**config.mk**
```make
export PLATFORM = sky130hd
export DESIGN_NAME = pci_capability_register_decode_unit
export DESIGN_NICKNAME = d
export VERILOG_FILES = /design/src/pcrd_pkg.sv /design/src/pcrd_decode.sv /design/src/pci_capability_register_decode_unit.sv
export SDC_FILE = /design/constraint.sdc
export NUM_CORES = 1
export LEC_CHECK = 0
export BUFFER_PORTS_ARGS = -buffer_cell sky130_fd_sc_hd__buf_2
export CAP_MARGIN = 20
export CORE_MARGIN = 1
export CORE_UTILIZATION = 30
export DETAILED_ROUTE_END_ITERATION = 10
export GPL_TIMING_DRIVEN = 1
export HOLD_SLACK_MARGIN = 0.08
export PLACE_DENSITY = 0.49
export SYNTH_ARGS = -nofsm -noshare
export SYNTH_HDL_FRONTEND = slang
export SYNTH_SLANG_ARGS = --single-unit
```
**constraint.sdc**
```tcl
create_clock -name clk -period 5.62 [get_ports clk]
set_clock_uncertainty 0.2 [all_clocks]
set_input_delay 0.281 -clock clk [delete_from_list [all_inputs] [get_ports clk]]
set_output_delay 0.281 -clock clk [all_outputs]
set_load 0.01 [all_outputs]
```
**src/pcrd_pkg.sv**
```systemverilog
`timescale 1ns / 1ps
// Package for the PCI capability register decode unit.
// Holds the access, configuration and register types, the window constants and the
// window hit function. Depends on nothing.
package pcrd_pkg;

    localparam int unsigned ADDR_W = 12;
    localparam int unsigned DATA_W = 32;
    localparam int unsigned SIZE_W = 3;

    localparam logic [15:0] MSIX_CTRL_MASK  = 16'hC7FF;
    localparam logic [15:0] PM_CTRL_MASK    = 16'h8103;
    localparam logic [2:0]  PASID_CTRL_MASK = 3'h7;
    localparam logic [15:0] HALF_MASK       = 16'hFFFF;

    localparam logic [7:0] PCIE_WIN_SIZE     = 8'd60;
    localparam logic [7:0] MSIX_WIN_SIZE     = 8'd12;
    localparam logic [7:0] PM_WIN_SIZE       = 8'd8;
    localparam logic [7:0] PASID_WIN_SIZE    = 8'd8;
    localparam logic [7:0] MSI_WIN_BASE_SIZE = 8'd12;
    localparam logic [7:0] VSEC_SIZE_RESET   = 8'd8;

    localparam logic [SIZE_W-1:0] SIZE_HALF = 3'd2;
    localparam logic [SIZE_W-1:0] SIZE_WORD = 3'd4;

    typedef enum logic [2:0] {
        CFG_MSI_BASE   = 3'd0,
        CFG_MSI_MODE   = 3'd1,
        CFG_MSIX_BASE  = 3'd2,
        CFG_PM_BASE    = 3'd3,
        CFG_PASID_BASE = 3'd4,
        CFG_PCIE_BASE  = 3'd5,
        CFG_VSEC_BASE  = 3'd6,
        CFG_VSEC_SIZE  = 3'd7
    } cfg_index_t;

    typedef struct packed {
        logic              wr;
        logic [ADDR_W-1:0] addr;
        logic [SIZE_W-1:0] size;
        logic [DATA_W-1:0] wdata;
    } access_t;

    typedef struct packed {
        logic [7:0] msi_base;
        logic [1:0] msi_mode;
        logic [7:0] msix_base;
        logic [7:0] pm_base;
        logic [7:0] pasid_base;
        logic [7:0] pcie_base;
        logic [7:0] vsec_base;
        logic [7:0] vsec_size;
    } cfg_t;

    typedef struct packed {
        logic [15:0] msi_control;
        logic [31:0] msi_address_low;
        logic [31:0] msi_address_high;
        logic [15:0] msi_data;
        logic [31:0] msi_mask;
        logic [15:0] msix_control;
        logic [15:0] pm_control;
        logic [2:0]  pasid_control;
    } cap_state_t;

    typedef struct packed {
        logic              handled;
        logic [DATA_W-1:0] rdata;
    } result_t;

    // True when the address falls inside a window placed at a non-zero base.
    function automatic logic in_window(input logic [ADDR_W-1:0] addr,
                                       input logic [7:0] base,
                                       input logic [7:0] size);
        logic [ADDR_W:0] lo;
        logic [ADDR_W:0] hi;
        logic [ADDR_W:0] a;
        lo = {{(ADDR_W-7){1'b0}}, base};
        hi = lo + {{(ADDR_W-7){1'b0}}, size};
        a  = {1'b0, addr};
        return (base != 8'd0) && (a >= lo) && (a < hi);
    endfunction

endpackage

```
**src/pcrd_decode.sv**
```systemverilog
`timescale 1ns / 1ps
// Window decode and register access logic for one configuration access.
// Purely combinational; uses pcrd_pkg for its types and constants.
module pcrd_decode
    import pcrd_pkg::*;
(
    input  access_t    item,
    input  cfg_t       cfg,
    input  cap_state_t cur,
    output cap_state_t nxt,
    output result_t    result
);

    logic       is64;
    logic       masking;
    logic [7:0] msi_size;
    logic [7:0] data_off;
    logic [7:0] mask_off;
    logic       hit_msi;
    logic       hit_msix;
    logic       hit_pm;
    logic       hit_pasid;
    logic       hit_other;
    logic [7:0] off_msi;
    logic [7:0] off_msix;
    logic [7:0] off_pm;
    logic [7:0] off_pasid;
    logic       sz_half;
    logic       sz_word;

    assign is64     = cfg.msi_mode[0];
    assign masking  = cfg.msi_mode[1];
    assign msi_size = MSI_WIN_BASE_SIZE + (is64 ? 8'd4 : 8'd0) + (masking ? 8'd8 : 8'd0);
    assign data_off = is64 ? 8'd12 : 8'd8;
    assign mask_off = is64 ? 8'd16 : 8'd12;

    assign hit_msi   = in_window(item.addr, cfg.msi_base, msi_size);
    assign hit_msix  = in_window(item.addr, cfg.msix_base, MSIX_WIN_SIZE);
    assign hit_pm    = in_window(item.addr, cfg.pm_base, PM_WIN_SIZE);
    assign hit_pasid = in_window(item.addr, cfg.pasid_base, PASID_WIN_SIZE);
    assign hit_other = in_window(item.addr, cfg.pcie_base, PCIE_WIN_SIZE)
                     | in_window(item.addr, cfg.vsec_base, cfg.vsec_size);

    // Inside a window the offset is below 255, so the low byte is exact.
    assign off_msi   = item.addr[7:0] - cfg.msi_base;
    assign off_msix  = item.addr[7:0] - cfg.msix_base;
    assign off_pm    = item.addr[7:0] - cfg.pm_base;
    assign off_pasid = item.addr[7:0] - cfg.pasid_base;

    assign sz_half = (item.size == SIZE_HALF);
    assign sz_word = (item.size == SIZE_WORD);

    always_comb
    begin
        nxt            = cur;
        result.handled = 1'b0;
        result.rdata   = '0;
        if (hit_msi)
        begin
            if (item.wr)
            begin
                result.handled = 1'b1;
                if (off_msi == 8'd2 && sz_half)
                    nxt.msi_control = item.wdata[15:0] & HALF_MASK;
                else if (off_msi == 8'd4 && sz_word)
                    nxt.msi_address_low = item.wdata;
                else if (is64 && off_msi == 8'd8 && sz_word)
                    nxt.msi_address_high = item.wdata;
                else if (off_msi == data_off && sz_half)
                    nxt.msi_data = item.wdata[15:0] & HALF_MASK;
                else if (masking && off_msi == mask_off && sz_word)
                    nxt.msi_mask = item.wdata;
            end
            else
            begin
                if (off_msi == 8'd2 && sz_half)
                begin
                    result.handled = 1'b1;
                    result.rdata   = {16'd0, cur.msi_control};
                end
                else if (off_msi == 8'd4)
                begin
                    result.handled = 1'b1;
                    result.rdata   = cur.msi_address_low;
                end
                else if (is64 && off_msi == 8'd8)
                begin
                    result.handled = 1'b1;
                    result.rdata   = cur.msi_address_high;
                end
                else if (off_msi == data_off)
                begin
                    result.handled = 1'b1;
                    result.rdata   = {16'd0, cur.msi_data};
                end
            end
        end
        else if (hit_msix)
        begin
            if (item.wr)
            begin
                result.handled = 1'b1;
                if (off_msix == 8'd2 && sz_half)
                    nxt.msix_control = item.wdata[15:0] & MSIX_CTRL_MASK;
            end
            else if (off_msix == 8'd2 && sz_half)
            begin
                result.handled = 1'b1;
                result.rdata   = {16'd0, cur.msix_control};
            end
        end
        else if (hit_pm)
        begin
            if (item.wr)
            begin
                result.handled = 1'b1;
                if (off_pm == 8'd4 && sz_half)
                    nxt.pm_control = item.wdata[15:0] & PM_CTRL_MASK;
            end
            else if (off_pm == 8'd4 && sz_half)
            begin
                result.handled = 1'b1;
                result.rdata   = {16'd0, cur.pm_control};
            end
        end
        else if (hit_pasid)
        begin
            if (item.wr)
            begin
                result.handled = 1'b1;
                if (off_pasid == 8'd4 && sz_half)
                    nxt.pasid_control = item.wdata[2:0] & PASID_CTRL_MASK;
            end
            else if (off_pasid == 8'd4 && sz_half)
            begin
                result.handled = 1'b1;
                result.rdata   = {29'd0, cur.pasid_control};
            end
        end
        else if (hit_other)
        begin
            result.handled = item.wr;
        end
    end

endmodule

```
**src/pci_capability_register_decode_unit.sv**
```systemverilog
`timescale 1ns / 1ps
// PCI capability register decode unit: top level with handshakes, registers and config port.
// Uses pcrd_pkg and pcrd_decode.
// Path: an accepted item is held in the input register, then its result in the result register.
// Throughput: one item per cycle unless the output stalls; decode and update are combinational.
// Reset: configuration returns to zero bases, MSI mode 0 and a vendor window of 8 bytes,
// all capability registers clear to zero and both stages empty.
module pci_capability_register_decode_unit
    import pcrd_pkg::*;
(
    input  logic              clk,
    input  logic              rst_n,
    input  logic              s_tvalid,
    output logic              s_tready,
    input  logic [47:0]       s_tdata,   // address[11:0], access_size[14:12], write_data[46:15], zero
    input  logic              s_tuser,   // func
    output logic              m_tvalid,
    input  logic              m_tready,
    output logic [DATA_W-1:0] m_tdata,   // read_data[31:0]
    output logic              m_tuser,   // handled
    input  logic              cfg_valid,
    output logic              cfg_ready,
    input  logic [2:0]        cfg_index,
    input  logic [7:0]        cfg_data
);

    logic       in_valid_reg;
    access_t    in_item_reg;
    logic       out_valid_reg;
    result_t    out_result_reg;
    cfg_t       cfg_reg;
    cap_state_t state_reg;
    cap_state_t state_next;
    result_t    result_next;
    logic       out_free;
    logic       advance;
    logic       accept;
    cfg_index_t cfg_sel;

    assign out_free  = !out_valid_reg || m_tready;
    assign advance   = in_valid_reg && out_free;
    assign s_tready  = !in_valid_reg || out_free;
    assign accept    = s_tvalid && s_tready;
    assign cfg_ready = 1'b1;
    assign cfg_sel   = cfg_index_t'(cfg_index);

    assign m_tvalid = out_valid_reg;
    assign m_tdata  = out_result_reg.rdata;
    assign m_tuser  = out_result_reg.handled;

    pcrd_decode u_decode
    (
        .item   (in_item_reg),
        .cfg    (cfg_reg),
        .cur    (state_reg),
        .nxt    (state_next),
        .result (result_next)
    );

    always_ff @(posedge clk or negedge rst_n)
    begin
        if (!rst_n)
        begin
            in_valid_reg  <= 1'b0;
            out_valid_reg <= 1'b0;
        end
        else
        begin
            if (s_tready)
                in_valid_reg <= s_tvalid;
            if (out_free)
                out_valid_reg <= in_valid_reg;
        end
    end

    always_ff @(posedge clk)
    begin
        if (accept)
        begin
            in_item_reg.wr    <= s_tuser;
            in_item_reg.addr  <= s_tdata[11:0];
            in_item_reg.size  <= s_tdata[14:12];
            in_item_reg.wdata <= s_tdata[46:15];
        end
        if (advance)
            out_result_reg <= result_next;
    end

    always_ff @(posedge clk or negedge rst_n)
    begin
        if (!rst_n)
            state_reg <= '0;
        else if (advance)
            state_reg <= state_next;
    end

    always_ff @(posedge clk or negedge rst_n)
    begin
        if (!rst_n)
        begin
            cfg_reg <= '{msi_base: 8'd0, msi_mode: 2'd0, msix_base: 8'd0, pm_base: 8'd0,
                         pasid_base: 8'd0, pcie_base: 8'd0, vsec_base: 8'd0,
                         vsec_size: VSEC_SIZE_RESET};
        end
        else if (cfg_valid)
        begin
            unique case (cfg_sel)
                CFG_MSI_BASE:   cfg_reg.msi_base   <= cfg_data;
                CFG_MSI_MODE:   cfg_reg.msi_mode   <= cfg_data[1:0];
                CFG_MSIX_BASE:  cfg_reg.msix_base  <= cfg_data;
                CFG_PM_BASE:    cfg_reg.pm_base    <= cfg_data;
                CFG_PASID_BASE: cfg_reg.pasid_base <= cfg_data;
                CFG_PCIE_BASE:  cfg_reg.pcie_base  <= cfg_data;
                CFG_VSEC_BASE:  cfg_reg.vsec_base  <= cfg_data;
                CFG_VSEC_SIZE:  cfg_reg.vsec_size  <= cfg_data;
                default:        cfg_reg            <= cfg_reg;
            endcase
        end
    end

endmodule

```
==> results.txt, run 1 <==
----------------------------------------------------
[Run status]
  Outcome ... completed

[Timing]
  Tcrit/Tclk final ... 81.6%
  Worst max-slew margin expressed relative to the limit ... 29.0%
  Final hold slack ... 209 ps
  Slew Limit Fails ... 0
  Number of setup violations in the final report ... 0
  Post-layout minimum cycle time ... 4580 ps
  Setup total negative slack ... 0 ps
  Total count of hold-check failures in the final report ... 0
  Worst-margin pin slew ... 1060 ps
  Final Worst Setup Slack ... approximately 1000 ps
  Highest achievable clock rate ... ~220 MHz
  RSZ-0062 raised after global routing ... false

[Detailed routing]
  Vias ... 9596
  Post-DRT Antenna Nets ... 0
  Starting DRT DRC Count ... 472
  Final wirelength ... 35900 um
  DR DRC count ... 0
  Number of iterations in the first detailed-routing pass ... 4
  Drt via density ... between 4 and 5
  Average detailed-routed wire length per instance ... 18.6 um

[Power]
  Leakage Power ... around 7.3 nW
  Worst voltage drop across the vdd grid ... 191 uV
  Power per standard cell area ... 323 nW/um2

[Critical path]
  Nature of the critical path startpoint ... flip-flop
  Crit Path Category ... flip-flop to flip-flop
  Maximum cell stage delay along the critical path ... 650 ps
  Capturing element type of the critical path ... flip-flop
  Most common cell on crit path ... sky130_fd_sc_hd__ha_1
  Largest driver fanout on the critical path ... 16
  Slowest CP cell ... sky130_fd_sc_hd__nand2_1
  Cells traversed along the worst timing path ... inv_1 > ha_1 > inv_1 > ha_1 > a21o_1 > a21oi_1 > xnor2_1 > ha_1 > a211o_1 > nor2_1 > o21a_1 > o31ai_1 > or2_2 > nor2_1 > nand2_1 > mux2_2
  Required time of the critical path ... 5870 ps
  Data arrival time of the critical path ... between 4000 and 5000 ps

[Synth]
  Async set-reset flop share out of synthesis ... 68.5%
  Yosys top cell by area ... sky130_fd_sc_hd__dfrtp_1
  Nets in the synthesized netlist ... 1310
  Register bit count reported by yosys ... 257
  Unique masters post-synth ... 77
  Number of standard cells after synthesis ... 1136
  Number of enable flip-flop cells after synthesis ... 81
  Post-Synthesis Cell Area ... 13700 um2
  Biggest area contributors in the synthesized netlist ... sky130_fd_sc_hd__dfrtp_1 (32%), sky130_fd_sc_hd__edfxtp_1 (18%), sky130_fd_sc_hd__mux2_2 (11%), sky130_fd_sc_hd__ha_1 (9.8%), sky130_fd_sc_hd__inv_1 (2.0%)
  Yosys warns ... 0
  Avg Inst Size Synth ... 12.0 um2
  Portion of synthesized cell area occupied by the leading cell type ... 32.0%
  Sequential fraction of the synthesis area ... between 40% and 50%
  Leading register cell type out of synthesis ... sky130_fd_sc_hd__dfrtp_1

[Final layout]
  Max reg flops ... roughly 120
  Synth-to-layout area growth ... 20.7%
  Number of fill cells ... around 4300
  Finished Cell Area ... 16500 um2
  Most common library cell in the layout ignoring fill and taps ... sky130_fd_sc_hd__dfrtp_1
  Antenna diode count ... 0
  # nets final ... 1492
  Final standard cell count with taps included and fillers excluded ... roughly 1900
  Most used cells in the layout excluding fill and tap cells ... sky130_fd_sc_hd__dfrtp_1 (175), sky130_fd_sc_hd__mux2_2 (134), sky130_fd_sc_hd__ha_1 (107)
  Share of final-layout standard cells stronger than drive strength 1 ... 24.4%

[Floorplan]
  Die area ... 46400 um2
  Vert. Die Dim ... 216 um
  Initial standard-cell utilization of the core ... 30.7%
  Core Footprint ... 44600 um2
  Count of standard-cell rows ... a little under 80
  # IOs ... around 100
  Die outline width ... approximately 220 um

[Place]
  Input/output buffers ... between 90 and 100
  Global placer's final weighted congestion ... 0.781
  Pre-CTS setup slack ... about 1000 ps
  Total half-perimeter wirelength after legalization and detailed placement ... 23300 um
  Placed cell areas ... 14900 um2
  Placed insts ... 1816

[Clock tree]
  Total clock buffers created by CTS ... 27
  Clock tree sinks ... 257
  Cell chosen for the clock root ... sky130_fd_sc_hd__clkbuf_16
  Clock-pin slew of the registers on the worst-case setup and hold paths ... 60 ps
  TritonCTS clock tree ... yes
  Largest buffer count on any clock path ... 3
  Worst skew pair latency ... ~570 ps
  Post-CTS Resized ... 0
  Deepest level of the CTS H-tree ... 1

[Worst hold path]
  Class of the worst hold path ... primary input to asynchronous set/reset pin

[Global routing]
  Number of antenna violations at the first check in global routing ... 0
  Global-route wire length before repair ... roughly 57000 um
  Global router's overall resource usage ... around 16%
  Grt total ovfl ... 0
  Largest net degree at the start of global routing ... 170
  Vias in the first global route ... 9786

[Job]
  Max-capacitance violation count ... 0

----------------------------------------------------
power by group:
part	switching (mW)	leakage [nW]	internal, mW
Clock	0.771	0.457	1.11
Combinational	0.683	3.75	0.566
Sequential	0.130	3.13	2.07
layout make-up:
type / count / area, um2 / share of cell area [%]
clock buffers: 41 / 788 / 4.77
clock inverters: 9 / 135 / 0.819
inverters: 72 / 270 / 1.64
multi-input cells: 772 / 6390 / 38.7
flip-flops and latches: 257 / 6840 / 41.4
well taps: 592 / 741 / 4.49
repair buffers: 188 / 1350 / 8.16
worst max-delay path, delay by kind of cell, from the launching register on:
| family | cells | cell delay, ps |
|---|---|---|
| DFF | 1 | 370 |
| adders and majority gates | 3 | 700 |
| muxes | 1 | 520 |
| and+or+nand+nor | 4 | 1340 |
| xor gates and xnor gates | 1 | 100 |
| AOI/OAI and AO/OA | 5 | 940 |
| buffers and inverters | 2 | 300 |
path summary, 6_finish.rpt:
path	slack, ps	start	cells past startpoint	end
min	210	rst_n	3	cfg_reg[8]
min in group clk	210	s_tdata[2]	2	in_item_reg[37]
max reg2reg	1040	cfg_reg[48]	16	state_reg[161]
max	1040	cfg_reg[48]	16	state_reg[161]
max in group asynchronous	4180	rst_n	3	state_reg[152]
min reg2reg	290	state_reg[24]	1	state_reg[24]
metrics by stage:
step | power [mW] | utilization (%)
3_3_place_gp | 3.43 | 33.5
2_1_floorplan | 3.10 | -
3_5_place_dp | 3.45 | 33.5
4_1_cts | 5.39 | 37.0
5_1_grt | 5.65 | 37.0
6_report | 5.33 | 37.0
synth_stat cells, types with 6 or more instances:
master	number
sky130_fd_sc_hd__dfrtp_1	175
sky130_fd_sc_hd__mux2_2	134
sky130_fd_sc_hd__ha_1	107
sky130_fd_sc_hd__edfxtp_1	81
sky130_fd_sc_hd__inv_1	72
sky130_fd_sc_hd__nor2_1	56
sky130_fd_sc_hd__nand2_1	52
sky130_fd_sc_hd__o21ai_0	42
sky130_fd_sc_hd__a21oi_1	36
sky130_fd_sc_hd__xnor2_1	29
sky130_fd_sc_hd__nor3_1	26
sky130_fd_sc_hd__nand3_1	24
sky130_fd_sc_hd__mux2_1	19
sky130_fd_sc_hd__a22oi_1	17
sky130_fd_sc_hd__clkbuf_1	16
sky130_fd_sc_hd__nor4_1	15
sky130_fd_sc_hd__a221oi_1	14
sky130_fd_sc_hd__o211ai_1	14
sky130_fd_sc_hd__buf_2	13
sky130_fd_sc_hd__nand2b_1	12
sky130_fd_sc_hd__nor2b_1	12
sky130_fd_sc_hd__a21o_1	11
sky130_fd_sc_hd__mux2_4	10
sky130_fd_sc_hd__nand4_1	10
sky130_fd_sc_hd__o32ai_1	9
sky130_fd_sc_hd__o21a_1	8
sky130_fd_sc_hd__o21bai_1	7
sky130_fd_sc_hd__a211oi_1	6
sky130_fd_sc_hd__nand3b_1	6
sky130_fd_sc_hd__o31ai_1	6
sky130_fd_sc_hd__or4_1	6
kinds of logic (layout without fill, tap and decap cells):
group,Yosys count,count (layout),synth area share [%]
flops,257,257,50.0
simple gates,256,256,9.93
compound gates,210,210,10.7
mux,163,163,13.7
fa+ha+maj,109,109,10.1
buf+inv,107,310,3.37
xor+xnor,33,33,2.17
other cells,1,1,0.0274
timing repair:
action	in CTS	in global routing
buffers inserted	0	0
hold endpoints to repair	284	0
hold buffers	65	0
routing by layer:
layer	GRT usage (%)	vias to the layer above	share of wire (%)
li1	-	4600	-
met1	21.2	4805	47
met2	27.1	154	49
met3	1.56	37	3.1
met4	4.09	0	1.6
met5	0	-	0
(Power assumes the default switching activity.)
==> run 2: changes to the inputs <==
PLACE_DENSITY = 0.51   (was 0.49)
clock period = 4.1 ns   (was 5.62 ns; I/O delays follow)
==> run 2 against run 1 <==
Effect of this change: maximum frequency is 15% higher; largest power group unchanged; hold slack got worse by 80 ps; setup slack got worse by 920 ps; critical path depth grew 1; critical path type unchanged; clock power rose by 40%; largest cell class unchanged.
==> results.txt, run 2 (synthesis gave the netlist of run 1 again) <==
----------------------------------------------------
[Power]
  Worst voltage drop across the vdd grid ... 305 uV (+60%)
  Overall power consumption ... 7.48 mW (+40%)
  Power per standard cell area ... 440 nW/um2 (+36%)
  Leakage Power ... 7.58 nW (+3.2%)

[Timing]
  Final hold slack ... 129 ps (-79.9 ps)
  Post-layout minimum cycle time ... 3980 ps (-601 ps)
  Slew Limit Fails ... 0 (unchanged)
  Worst-margin pin slew ... 928 ps (-136 ps)
  Worst max-slew margin expressed relative to the limit ... 38.1% (+9.1 points)
  Total count of hold-check failures in the final report ... 0 (unchanged)
  RSZ-0062 raised after global routing ... true
  Highest achievable clock rate ... 251 MHz (+15%)
  Tcrit/Tclk final ... 97.1% (+16 points)
  Number of setup violations in the final report ... 0 (unchanged)

[Final layout]
  Most used cells in the layout excluding fill and tap cells ... sky130_fd_sc_hd__dfrtp_1 (175), sky130_fd_sc_hd__mux2_2 (134), sky130_fd_sc_hd__ha_1 (106)
  Antenna diode count ... 0 (unchanged)
  Number of fill cells ... 4309 (-0.25%)
  Max reg flops ... 116 (unchanged)
  # nets final ... 1532 (+2.7%)
  Most common library cell in the layout ignoring fill and taps ... sky130_fd_sc_hd__dfrtp_1
  Synth-to-layout area growth ... 24.4%
  Share of final-layout standard cells stronger than drive strength 1 ... 26.4% (+2.0 points)

[Detailed routing]
  Average detailed-routed wire length per instance ... 18.5 um (-0.33%)
  DR DRC count ... 0 (unchanged)
  Final wirelength ... 36600 um (+1.8%)
  Vias ... 9824 (+2.4%)
  Number of iterations in the first detailed-routing pass ... 6 (+2)
  Post-DRT Antenna Nets ... 0 (unchanged)
  Drt via density ... 4.98 (+0.25%)
  Starting DRT DRC Count ... 566 (+20%)

[Job]
  Max-capacitance violation count ... 0 (unchanged)

[Place]
  Total half-perimeter wirelength after legalization and detailed placement ... 24500 um (+4.9%)
  Input/output buffers ... 98 (unchanged)
  Global placer's final weighted congestion ... 0.784 (+0.50%)

[Critical path]
  Cells traversed along the worst timing path ... inv_2 > ha_1 > inv_2 > fa_2 > a21o_1 > nand2_2 > xnor2_2 > ha_1 > a211o_1 > buf_4 > nor2_1 > o31ai_2 > or2_4 > nor2_4 > and4b_2 > buf_12 > mux2_2
  Largest driver fanout on the critical path ... 8 (-8)
  Slowest CP cell ... sky130_fd_sc_hd__dfrtp_1
  Data arrival time of the critical path ... 4230 ps (-600 ps)
  Family of cells with the greatest summed delay on the critical path ... adder cells
  Required time of the critical path ... 4350 ps (-1520 ps)
  Nature of the critical path startpoint ... flip-flop
  Crit Path Category ... flip-flop to flip-flop
  Maximum cell stage delay along the critical path ... 360 ps (-290 ps)
  Capturing element type of the critical path ... flip-flop
  Buffering stage count on the worst path with inverters included ... 4 (+2)

[Clock tree]
  Clock-pin slew of the registers on the worst-case setup and hold paths ... 60 ps (about the same)
  Deepest level of the CTS H-tree ... 1 (unchanged)
  Clock tree sinks ... 257 (unchanged)
  Total clock buffers created by CTS ... 28 (+3.7%)
  Worst skew pair latency ... 580 ps (about the same)
  Largest buffer count on any clock path ... 3 (unchanged)
  TritonCTS clock tree ... yes
  Cell chosen for the clock root ... sky130_fd_sc_hd__clkbuf_16

[Run status]
  Outcome ... completed

[Floorplan]
  Initial standard-cell utilization of the core ... 30.7% (unchanged)
  Count of standard-cell rows ... 77 (unchanged)
  Die outline width ... 216 um (unchanged)
  # IOs ... 101 (unchanged)
  Vert. Die Dim ... 216 um (unchanged)
  Die area ... 46400 um2 (unchanged)
  Core Footprint ... 44600 um2 (unchanged)

[Global routing]
  Global router's overall resource usage ... 15.9% (+0.085 points)
  Largest net degree at the start of global routing ... 104 (-39%)
  Grt total ovfl ... 0 (unchanged)
  Global-route wire length before repair ... 58100 um (+1.4%)
  Vias in the first global route ... 10400 (+5.9%)
  Number of antenna violations at the first check in global routing ... 0 (unchanged)

[Worst hold path]
  Class of the worst hold path ... primary input to flip-flop

----------------------------------------------------
==> run 2: stage by stage <==
step | util [%] | worst slack [ps] | instance area (um2) | TNS [ps] | instances
floorplan | - | 224 | 13700 | 0 | 1136
global placement | 34.0 | 22.3 | 15200 | 0 | 1840
detailed placement | 34.0 | -45.9 | 15200 | -322 | 1840
CTS | 37.9 | 33.7 | 16900 | 0 | 1967
global route | 38.1 | -28.8 | 17000 | -168 | 1972
finish | 38.1 | 118 | 17000 | 0 | 1972
==> run 2: cell type report <==
| cell class | count | area (um2) | share of cell area [%] |
|---|---|---|---|
| Inverter | 72 | 270 | 1.59 |
| Sequential cell | 257 | 6840 | 40.2 |
| Tap cell | 592 | 741 | 4.36 |
| Clock buffer | 41 | 811 | 4.77 |
| Multi-Input combinational cell | 772 | 6430 | 37.8 |
| Clock inverter | 11 | 153 | 0.898 |
| Timing Repair Buffer | 227 | 1770 | 10.4 |
==> run 2: worst paths after layout <==
path | startpoint | end | slack (ps) | cells past startpoint
min in group asynchronous | rst_n | cfg_reg[41] | 430 | 3
max in group asynchronous | rst_n | state_reg[117] | 2120 | 5
worst min-delay path | s_tdata[25] | in_item_reg[10] | 130 | 2
worst min register to register | state_reg[106] | state_reg[106] | 290 | 1
worst max-delay path | cfg_reg[48] | state_reg[68] | 120 | 17
worst max register to register | cfg_reg[48] | state_reg[68] | 120 | 17
==> run 2: where the power goes <==
part	internal, mW	total, mW	switching (mW)	leakage (nW)
registers	2.84	3.02	0.177	3.13
logic	0.840	1.82	0.977	3.97
clock network	1.56	2.64	1.08	0.472
total	5.24	7.48	2.24	7.58
==> run 2: metal layers <==
metal	global-route usage, %	wire length [um]	up-vias	part of all wire (%)
met1	21.4	17100	4926	47
met4	3.83	644	0	1.8
met3	1.69	1260	48	3.4
met5	0	0	-	0
li1	-	-	4678	-
met2	27.2	17600	172	48
==> run 2: repair_timing <==
action | 4_1_cts | 5_1_grt
hold buffers | 75 | 1
buffers inserted | 0 | 2
resized for setup | 2 | 11
cloned | 0 | 1
hold endpoints to repair | 208 | 29
pin swaps | 1 | 8
endpoints found under the setup margin | 17 | 96
==> run 3: changes to the inputs <==
ABC_AREA = 1   (was not set)
==> run 3 against run 2 <==
Effect of this change: maximum frequency is 6.2% higher; critical path type unchanged; register-to-register slack better by 230 ps; setup slack better by 230 ps; core utilization is 1.3 points lower.
==> results.txt, run 3 <==
----------------------------------------------------
[Run status]
  Outcome ... completed

[Clock tree]
  Cell chosen for the clock root ... sky130_fd_sc_hd__clkbuf_16
  Worst skew pair latency ... 590 ps (about the same)
  Total clock buffers created by CTS ... 30 (+7.1%)
  Clock tree sinks ... 257 (unchanged)
  Clock-pin slew of the registers on the worst-case setup and hold paths ... 60 ps (about the same)
  Largest buffer count on any clock path ... 3 (unchanged)
  TritonCTS clock tree ... yes
  Deepest level of the CTS H-tree ... 1 (unchanged)

[Final layout]
  Synth-to-layout area growth ... 21.7%
  Antenna diode count ... 0 (unchanged)
  Most common library cell in the layout ignoring fill and taps ... sky130_fd_sc_hd__nand2_1
  # nets final ... 2116 (+38%)
  Max reg flops ... 116 (unchanged)
  Share of final-layout standard cells stronger than drive strength 1 ... 10.5% (-16 points)
  End-of-flow core utilization ... 36.9% (-1.3 points)
  Finished Cell Area ... 17600 um2 (+3.3%)
  Number of fill cells ... 4920 (+14%)
  Most used cells in the layout excluding fill and tap cells ... sky130_fd_sc_hd__nand2_1 (523), sky130_fd_sc_hd__inv_1 (219), sky130_fd_sc_hd__dfrtp_1 (175)

[Floorplan]
  Vert. Die Dim ... 221 um (+2.7%)
  Initial standard-cell utilization of the core ... 30.3% (-0.36 points)
  Die outline width ... 221 um (+2.7%)
  Count of standard-cell rows ... 80 (+3.9%)
  # IOs ... 101 (unchanged)
  Core Footprint ... 47600 um2 (+6.8%)
  Die area ... 49000 um2 (+5.5%)

[Synth]
  Register bit count reported by yosys ... 257 (unchanged)
  Portion of synthesized cell area occupied by the leading cell type ... 30.3% (-1.7 points)
  Yosys warns ... 0 (unchanged)
  Number of standard cells after synthesis ... 1755 (+54%)
  Biggest area contributors in the synthesized netlist ... sky130_fd_sc_hd__dfrtp_1 (30%), sky130_fd_sc_hd__edfxtp_1 (17%), sky130_fd_sc_hd__nand2_1 (14%), sky130_fd_sc_hd__ha_1 (9.3%), sky130_fd_sc_hd__inv_1 (5.7%)
  Sequential fraction of the synthesis area ... 47.4% (-2.6 points)
  Avg Inst Size Synth ... 8.23 um2 (-32%)
  Number of enable flip-flop cells after synthesis ... 81 (unchanged)
  Unique masters post-synth ... 42 (-45%)
  Leading cell type by number of instances after synthesis ... sky130_fd_sc_hd__nand2_1
  Nets in the synthesized netlist ... 1929 (+47%)
  Top cells by instance count after synthesis ... sky130_fd_sc_hd__nand2_1 (523), sky130_fd_sc_hd__inv_1 (220), sky130_fd_sc_hd__dfrtp_1 (175)
  Yosys top cell by area ... sky130_fd_sc_hd__dfrtp_1
  Async set-reset flop share out of synthesis ... 68.5% (unchanged)
  Post-Synthesis Cell Area ... 14400 um2 (+5.6%)
  Leading register cell type out of synthesis ... sky130_fd_sc_hd__dfrtp_1

[Global routing]
  Number of antenna violations at the first check in global routing ... 1 (+1)
  Global router's overall resource usage ... 16.3% (+0.40 points)
  Largest net degree at the start of global routing ... 66 (-37%)
  Grt total ovfl ... 0 (unchanged)
  Vias in the first global route ... 12000 (+15%)
  Global-route wire length before repair ... 63600 um (+9.6%)

[Detailed routing]
  Starting DRT DRC Count ... 551 (-2.7%)
  Drt via density ... 4.68 (-6.0%)
  Number of iterations in the first detailed-routing pass ... 5 (-1)
  DR DRC count ... 0 (unchanged)
  Post-DRT Antenna Nets ... 0 (unchanged)
  Final wirelength ... 39200 um (+7.2%)
  Vias ... 12100 (+23%)
  Average detailed-routed wire length per instance ... 15.2 um (-18%)

[Place]
  Placed cell areas ... 15700 um2 (+3.8%)
  Input/output buffers ... 98 (unchanged)
  Global placer's final weighted congestion ... 0.851 (+8.5%)
  Total half-perimeter wirelength after legalization and detailed placement ... 27000 um (+10%)

[Critical path]
  Largest driver fanout on the critical path ... 19 (+11)
  Nature of the critical path startpoint ... flip-flop
  Length in cells of the worst reg-to-reg path ... 19 (+2)
  Data arrival time of the critical path ... 4010 ps (-220 ps)
  Required time of the critical path ... 4360 ps (about the same)
  Crit Path Category ... flip-flop to flip-flop
  Capturing element type of the critical path ... flip-flop

[Timing]
  Worst max-slew margin expressed relative to the limit ... 40.8% (+2.7 points)
  Number of setup violations in the final report ... 0 (unchanged)
  Slew Limit Fails ... 0 (unchanged)
  Setup total negative slack ... 0 ps (unchanged)
  Tcrit/Tclk final ... 91.4% (-5.7 points)
  RSZ-0062 raised after global routing ... true
  Highest achievable clock rate ... 267 MHz (+6.2%)
  Post-layout minimum cycle time ... 3750 ps (-234 ps)
  Final hold slack ... 122 ps (-6.80 ps)
  Worst-margin pin slew ... 888 ps (-40.5 ps)
  Total count of hold-check failures in the final report ... 0 (unchanged)

[Worst hold path]
  Class of the worst hold path ... primary input to flip-flop
  Worst hold path stage count ... 2 (unchanged)

[Power]
  Clock power share ... 36.8% (+1.4 points)
  Power per standard cell area ... 443 nW/um2 (+0.79%)
  Sequential power share ... 39.0% (-1.3 points)
  Switching part of the total power ... 31.8% (+1.9 points)
  Worst voltage drop across the vdd grid ... 335 uV (+9.7%)
  Internal ... 5.31 mW (+1.3%)
  Combinational Power Share ... 24.2% (about the same)
  Switching power ... 2.48 mW (+11%)
  Leakage Power ... 8.66 nW (+14%)

[Job]
  Max-capacitance violation count ... 0 (unchanged)

----------------------------------------------------
[run 3: cell count changes after synthesis, sizes merged, moves of 13 or more]
| cell | change |
|---|---|
| a21oi | +56 |
| a221oi | -14 |
| a22oi | -17 |
| inv | +153 |
| mux2 | -163 |
| nand2 | +476 |
| nand2b | -13 |
| nand3 | +68 |
| nand4 | +26 |
| nor2 | +48 |
| nor2b | -13 |
| o21ai | +147 |
| xnor2 | -22 |
| xor2 | +17 |
[run 3: power groups by stage]
stage	Clock [mW]	Combinational (mW)	Sequential (mW)
after global routing	3.04	2.19	3.06
after global placement	0	1.78	3.09
after detailed placement	0	1.82	3.09
after CTS	2.95	1.90	3.04
after floorplan	0	1.32	3.05
final	2.86	1.88	3.04
[run 3: per-layer routing]
metal | part of all wire, % | global-route usage, % | up-vias
li1 | - | - | 6132
met1 | 48 | 22.4 | 5671
met2 | 45 | 26.7 | 224
met3 | 4.9 | 2.08 | 56
met4 | 1.8 | 4.58 | 0
met5 | 0 | 0 | -
[run 3: worst paths after layout]
check                                      from               to  slack [ps]
worst max-delay path                cfg_reg[48]      m_tdata[13]         350
worst min-delay path                s_tdata[38]  in_item_reg[23]         120
worst max register to register      cfg_reg[48]      m_tdata[13]         350
worst min register to register  in_item_reg[22]   state_reg[137]         270
max in group asynchronous                 rst_n       cfg_reg[3]        2500
min in group asynchronous                 rst_n    state_reg[27]         420
[run 3: cells by family (layout without fill, tap and decap cells)]
group                      after synthesis  after routing  synth area share [%]
and+or+nand+nor                        792            792                  23.1
AOI/OAI and AO/OA                      297            297                  10.7
buffers and inverters                  271            482                  7.54
DFF                                    257            257                  47.4
adders and majority gates              109            109                  9.55
xor gates and xnor gates                28             28                  1.70
other                                    1              1                0.0260
[run 3: area by class of cell]
| class | count | area (um2) | share of cell area, % |
|---|---|---|---|
| well taps | 615 | 769 | 4.38 |
| clock inverters | 18 | 196 | 1.12 |
| flip-flops and latches | 257 | 6840 | 38.9 |
| inverters | 225 | 845 | 4.81 |
| multi-input cells | 1227 | 6520 | 37.1 |
| clock buffers | 38 | 885 | 5.04 |
| repair buffers | 201 | 1520 | 8.64 |
[run 3: stage by stage]
| stage | std cells | setup slack [ps] | total power, mW |
|---|---|---|---|
| global placement | 2453 | 383 | 4.87 |
| global route | 2581 | -2.10 | 8.29 |
| floorplan | 1755 | 740 | 4.37 |
| finish | 2581 | 351 | 7.78 |
| CTS | 2581 | 274 | 7.88 |
| detailed placement | 2453 | 288 | 4.91 |
[run 3: critical path, stage by stage (launching register included)]
cell and delay (ps):
sky130_fd_sc_hd__dfrtp_1 360, sky130_fd_sc_hd__inv_1 90, sky130_fd_sc_hd__ha_1 280, sky130_fd_sc_hd__inv_1 60, sky130_fd_sc_hd__fa_1 440, sky130_fd_sc_hd__a21o_1 200, sky130_fd_sc_hd__nand2_1 70, sky130_fd_sc_hd__xor2_1 160
sky130_fd_sc_hd__ha_1 260, sky130_fd_sc_hd__a21oi_1 130, sky130_fd_sc_hd__o211ai_1 110, sky130_fd_sc_hd__a21oi_2 170, sky130_fd_sc_hd__nand3_2 100, sky130_fd_sc_hd__buf_4 180, sky130_fd_sc_hd__nor2_1 140, sky130_fd_sc_hd__nand2_1 160
sky130_fd_sc_hd__buf_12 210, sky130_fd_sc_hd__a21oi_1 110, sky130_fd_sc_hd__o21ai_0 110, sky130_fd_sc_hd__nand2_1 70
[run 3: what timing repair did]
item	CTS	global route
endpoints found under the setup margin	0	11
resized for setup	0	1
endpoints found under the hold margin	201	0
hold buffers	72	0
buffers inserted	0	0
